--- config.mk ---
export PLATFORM = sky130hd
export DESIGN_NAME = rgb_hsv_queue
export DESIGN_NICKNAME = d
export VERILOG_FILES = /design/src/rtl/rgb_hsv_pkg.sv /design/src/rtl/rgb_hsv_queue.sv
export VERILOG_INCLUDE_DIRS = /design/src /design/src/rtl
export SDC_FILE = /design/constraint.sdc
export NUM_CORES = 1
export LEC_CHECK = 0
export ABC_AREA = 1
export ABC_CLOCK_PERIOD_IN_PS = 5800
export BUFFER_PORTS_ARGS = -buffer_cell sky130_fd_sc_hd__buf_4
export CORE_MARGIN = 3
export CORE_UTILIZATION = 35
export CTS_BUF_LIST = sky130_fd_sc_hd__clkbuf_8
export CTS_CLUSTER_SIZE = 14
export DETAILED_ROUTE_END_ITERATION = 6
export GPL_TIMING_DRIVEN = 0
export PLACE_DENSITY = 0.54
export SYNTH_ARGS = -nofsm -noshare
export SYNTH_HDL_FRONTEND = slang
export SYNTH_SLANG_ARGS = --single-unit
--- constraint.sdc ---
create_clock -name clk -period 5.8 [get_ports clk]
set_input_delay 1.16 -clock clk [delete_from_list [all_inputs] [get_ports clk]]
set_output_delay 1.16 -clock clk [all_outputs]
set_load 0.02 [all_outputs]
--- src/rtl/rgb_to_hsv_converter_defines.svh ---
// assertion macros shared by the rgb to hsv converter rtl
`ifndef RGB_TO_HSV_CONVERTER_DEFINES_SVH
`define RGB_TO_HSV_CONVERTER_DEFINES_SVH

`ifndef NO_ASSERTIONS

// same-cycle implication, sampled on clk and idle while rst_n is low
`define RHC_ASSERT_IMPL(lbl, ante, cons) \
  lbl: assert property (@(posedge clk) disable iff (!rst_n) (ante) |-> (cons)) \
    else $error("rgb_to_hsv_converter: check failed");

// next-cycle implication, sampled on clk and idle while rst_n is low
`define RHC_ASSERT_NEXT(lbl, ante, cons) \
  lbl: assert property (@(posedge clk) disable iff (!rst_n) (ante) |=> (cons)) \
    else $error("rgb_to_hsv_converter: check failed");

`else

`define RHC_ASSERT_IMPL(lbl, ante, cons)
`define RHC_ASSERT_NEXT(lbl, ante, cons)

`endif

`endif

--- src/rtl/rgb_hsv_pkg.sv ---
// shared constants, types and the divider step for the rgb to hsv converter
package rgb_hsv_pkg;

  // channel width, full-scale code stands for 1.0
  localparam int CB        = 8;
  localparam int HS_BITS   = 8;                 // 256 hue steps per sextant
  localparam int HQ_BITS   = HS_BITS + 1;       // hue quotient reaches 256
  localparam int HN_W      = CB + HS_BITS;      // hue dividend width
  localparam int SN_W      = 2 * CB;            // saturation dividend width
  localparam int HUE_W     = 11;
  localparam int NSTG      = (CB > HQ_BITS) ? CB : HQ_BITS;
  localparam int QDEPTH    = 2;

  localparam int HUE_SEXTANT = 1 << HS_BITS;
  localparam int HUE_TURN    = 6 * HUE_SEXTANT;

  localparam logic [HUE_W-1:0] HUE_BASE_RED   = HUE_W'(0);
  localparam logic [HUE_W-1:0] HUE_BASE_GREEN = HUE_W'(2 * HUE_SEXTANT);
  localparam logic [HUE_W-1:0] HUE_BASE_BLUE  = HUE_W'(4 * HUE_SEXTANT);

  // which channel holds the maximum
  localparam logic [1:0] SEXT_RED   = 2'd0;
  localparam logic [1:0] SEXT_GREEN = 2'd1;
  localparam logic [1:0] SEXT_BLUE  = 2'd2;

  // classified pixel, front to back
  typedef struct packed {
    logic [HN_W-1:0] hue_num;   // |diff| * 256
    logic            neg;       // diff below zero
    logic [1:0]      sext;
    logic [CB-1:0]   delta;
    logic [CB-1:0]   hi;
    logic [SN_W-1:0] sat_num;   // full scale * delta
  } entry_t;

  // divider pipeline stage
  typedef struct packed {
    logic [HN_W-1:0]    hue_num;
    logic [SN_W-1:0]    sat_num;
    logic [CB-1:0]      hue_rem;
    logic [HQ_BITS-1:0] hue_q;
    logic [CB-1:0]      sat_rem;
    logic [CB-1:0]      sat_q;
    logic               neg;
    logic [1:0]         sext;
    logic [CB-1:0]      delta;
    logic [CB-1:0]      hi;
  } stage_t;

  // one restoring division step: returns quotient bit and new remainder
  function automatic logic [CB:0] div_step(input logic [CB-1:0] rem,
                                           input logic          bit_in,
                                           input logic [CB-1:0] den);
    logic [CB:0] sh;
    logic [CB:0] dif;
    sh  = {rem, bit_in};
    dif = sh - {1'b0, den};
    if (sh >= {1'b0, den}) begin
      return {1'b1, dif[CB-1:0]};
    end
    return {1'b0, sh[CB-1:0]};
  endfunction

endpackage

--- src/rtl/rgb_hsv_queue.sv ---
// short queue between the front end and the divider pipeline
module rgb_hsv_queue
  import rgb_hsv_pkg::*;
(
  input  logic   clk,
  input  logic   rst_n,
  input  logic   in_valid,
  output logic   in_ready,
  input  entry_t in_ent,
  output logic   out_valid,
  input  logic   out_ready,
  output entry_t out_ent
);
`include "rgb_to_hsv_converter_defines.svh"

  localparam int PW = $clog2(QDEPTH);
  localparam int CW = $clog2(QDEPTH + 1);

  entry_t        mem_r [QDEPTH];
  logic [PW-1:0] wr_ptr_r;
  logic [PW-1:0] rd_ptr_r;
  logic [CW-1:0] cnt_r;
  logic          push;
  logic          pop;

  assign in_ready  = cnt_r != CW'(QDEPTH);
  assign out_valid = cnt_r != '0;
  assign out_ent   = mem_r[rd_ptr_r];
  assign push      = in_valid && in_ready;
  assign pop       = out_valid && out_ready;

  always_ff @(posedge clk) begin
    if (!rst_n) begin
      wr_ptr_r <= '0;
      rd_ptr_r <= '0;
      cnt_r    <= '0;
    end else begin
      if (push) begin
        wr_ptr_r <= (wr_ptr_r == PW'(QDEPTH - 1)) ? '0 : wr_ptr_r + PW'(1);
      end
      if (pop) begin
        rd_ptr_r <= (rd_ptr_r == PW'(QDEPTH - 1)) ? '0 : rd_ptr_r + PW'(1);
      end
      if (push && !pop) begin
        cnt_r <= cnt_r + CW'(1);
      end else if (pop && !push) begin
        cnt_r <= cnt_r - CW'(1);
      end
    end
  end

  always_ff @(posedge clk) begin
    if (push) begin
      mem_r[wr_ptr_r] <= in_ent;
    end
  end

  `RHC_ASSERT_IMPL(a_q_cnt_bound, 1'b1, cnt_r <= CW'(QDEPTH))
  `RHC_ASSERT_NEXT(a_q_fill, push && !pop, cnt_r == $past(cnt_r) + CW'(1))
  `RHC_ASSERT_NEXT(a_q_drain, pop && !push, cnt_r == $past(cnt_r) - CW'(1))

endmodule

==> run metrics <==
Mapped Cells between 150 and 200; met3 routed WL 500 um; CP arrival around 1500 ps; CTS sink cnt 107; most common cell in the synthesized netlist edfxtp_1; Hold Path Depth 2; Initial Utilization a little over a third; slowest stage delay, CP between 300 and 400 ps; Synth top area share between 70% and 80%; Critical path buffers and inverters 3; Final period util 45.7%; Post-CTS Setup Bufs 0; 1st-iter DRT viols between 90 and 100; Worst Setup Start Kind flip-flop; reg2reg end mem_r[1][6]$_DFFE_PP_; CP max stage cell dfxtp_1; n_diodes 0; Post-DP Area around 5200 sq um; post-synthesis cell type count 15; Critical Path RT ~4600 ps; largest net degree at the start of global routing 30; top sig layer met4; count of final setup violators 0; Post-synth top cells 102 x edfxtp_1, 50 x mux2_4, 9 x nand2_1, 8 x inv_1, 8 x nor2_1; register area share after synthesis between 70 and 80%; top_reg_cell synth edfxtp_1; slew at the pin with the worst max-slew slack 770 ps; wirelength, routed between 7 and 8 mm; Worst R2R Start cnt_r[0]$_SDFFE_PN0P_; unrepaired setup endpoints after global routing no; Power Dens Cells 404 nW/um^2; first-pass GRT wire length between 10 and 15 mm; min-delay src rd_ptr_r$_SDFFE_PN0P_; Top Ports about 110; Non-Filler Instances 465; Fin. Hold Viols 0; Worst R2R Setup Slack 3850 ps; Max FO, Critical Path 10; Slew Limit Fails 0; initial antenna violation count 0; Setup TNS Final 0 ps; DRT Pass-1 Iters 4; CTS Hold Bufs 0; Rows 39; Synth Register Bits 107; Syn Nets 252; GRT Total Usage 11.1%; maximum root-to-sink buffer count 2; via/cell ratio approximately 4.4; core footprint 11,500 sq um; H-tree depth 3; Hold Path Sink rd_ptr_r$_SDFFE_PN0P_; number of global-route vias before repair roughly 2,100; IO Port Bufs 107; HP Class flip-flop to flip-flop; die area roughly 13,000 sq um; layout cell share with drive strength beyond 1 56.5%; CP Capture Type output port; Synth area leader edfxtp_1; TritonCTS clock tree built; Synth Area per Inst ~21 sq um; worst-path cell chain buf_6 -> buf_12 -> mux2_4 -> buf_4; clk_lat worst skew between 300 and 400 ps; routed wire length on met2 around 3.6 mm; CTS buffer count 9; Layout area overhead 29.6%; mapped cell area approximately 4200 sq um; worst r2r path cells 5; largest cells by area after synthesis edfxtp_1 73%, mux2_4 18%, buf_12 2.4%, dfxtp_1 2.4%, nand2_1 0.81%; Root Driver clkbuf_8; Post-DRT Antenna Nets 0; maximum vdd ir drop roughly 180 uV; die height between 100 and 150 um; max-cap violations 0; Die Wd roughly 120 um; Yosys warnings 0; Inst Count DP between 400 and 500; Slew HR between 40 and 50%; wire per inst around 16 um; GP Congestion approximately 0.67; post-cts sizing count 0; asr flop ratio synth 0%; placed wire-length estimate approximately 5.0 mm; Post-synth EDFFs just over 100; Post-Route Skew between 8 and 9 ps; f_max 377 MHz; met1 WL about 3.0 mm; fin nets 373; clk slew on worst S/H paths approximately 90 ps; leak pwr 0.00213 uW; status complete, no violations; Final Critical Period 2650 ps; Largest delay share family, worst path buffers and inverters; WS Path Type flip-flop to output port; Via Count between 2,000 and 2,500; DRC 0; Final Instance Area roughly 5400 sq um; GRT overflow 0
registers in the layout, indices dropped and copies added (netlist names), named ones only:
name      count
cnt_r         2
rd_ptr_r      1
wr_ptr_r      1
mem_r       102
cell families after synthesis:
family                   count (synthesis)  share of synthesized area (%)
flip-flops                             107                           75.7
multiplexers                            51                           18.2
AND/OR/NAND/NOR                         19                           1.80
buffers and inverters                   14                           3.39
AO/OA/AOI/OAI                            4                          0.539
adder cells (fa/ha/maj)                  1                          0.300
worst max path at each step:
stage,cells after the start,end,startpoint
final,4,out_ent[15],flip-flop
after global routing,4,out_ent[15],flip-flop
after CTS,4,out_ent[43],flip-flop
after detailed placement,4,mem_r[1][2]$_DFFE_PP_,in_valid
after global placement,3,mem_r[1][2]$_DFFE_PP_,in_valid
after floorplan,2,mem_r[0][0]$_DFFE_PP_,in_valid
area by class of cell:
cell class              count  area, sq um
clock buffers              10          138
inverters                   8         30.0
repair buffers            110          871
multi-input cells          75          887
well taps                 143          179
plain buffers               6          111
clock inverters             6         35.0
fillers                  1020         6100
flip-flops and latches    107         3160
tightest hold or removal path, stage by stage, from the launching register on:
cell	delay (ps)
dfxtp_1	340
nor2_1	60
nor2_1	90
power breakdown:
part | switching (uW) | internal [uW] | total (uW)
sequential | 29.6 | 975 | 1000
combinational | 384 | 395 | 779
clock | 238 | 165 | 403
total | 652 | 1540 | 2190
cells in the final DEF (no fill, tap or decap), types with 2 or more instances in the layout:
cell type,count
buf_4,107
edfxtp_1,102
mux2_4,50
inv_1,11
clkbuf_8,10
nand2_1,9
buf_12,7
nor2_1,6
dfxtp_1,5
nor2_4,2
o21ai_0,2
clkinvlp_4,2
metal layers:
layer | track usage (%) | vias up
met5 | 0 | -
met4 | 4.69 | 0
met3 | 3.79 | 4
met2 | 18.5 | 67
met1 | 13.2 | 996
li1 | - | 986
stage by stage:
stage / total power, uW / setup slack (ps) / utilization, % / hold slack [ps]
2_1_floorplan: 1530 / 1940 / - / 467
3_3_place_gp: 1800 / 321 / 44.8 / 479
3_5_place_dp: 1820 / 3110 / 45.5 / 483
4_1_cts: 2230 / 3100 / 47.0 / 521
5_1_grt: 2310 / 3070 / 47.0 / 573
6_report: 2190 / 3150 / 47.0 / 519
No activity file was read; power rests on OpenSTA's default activity.
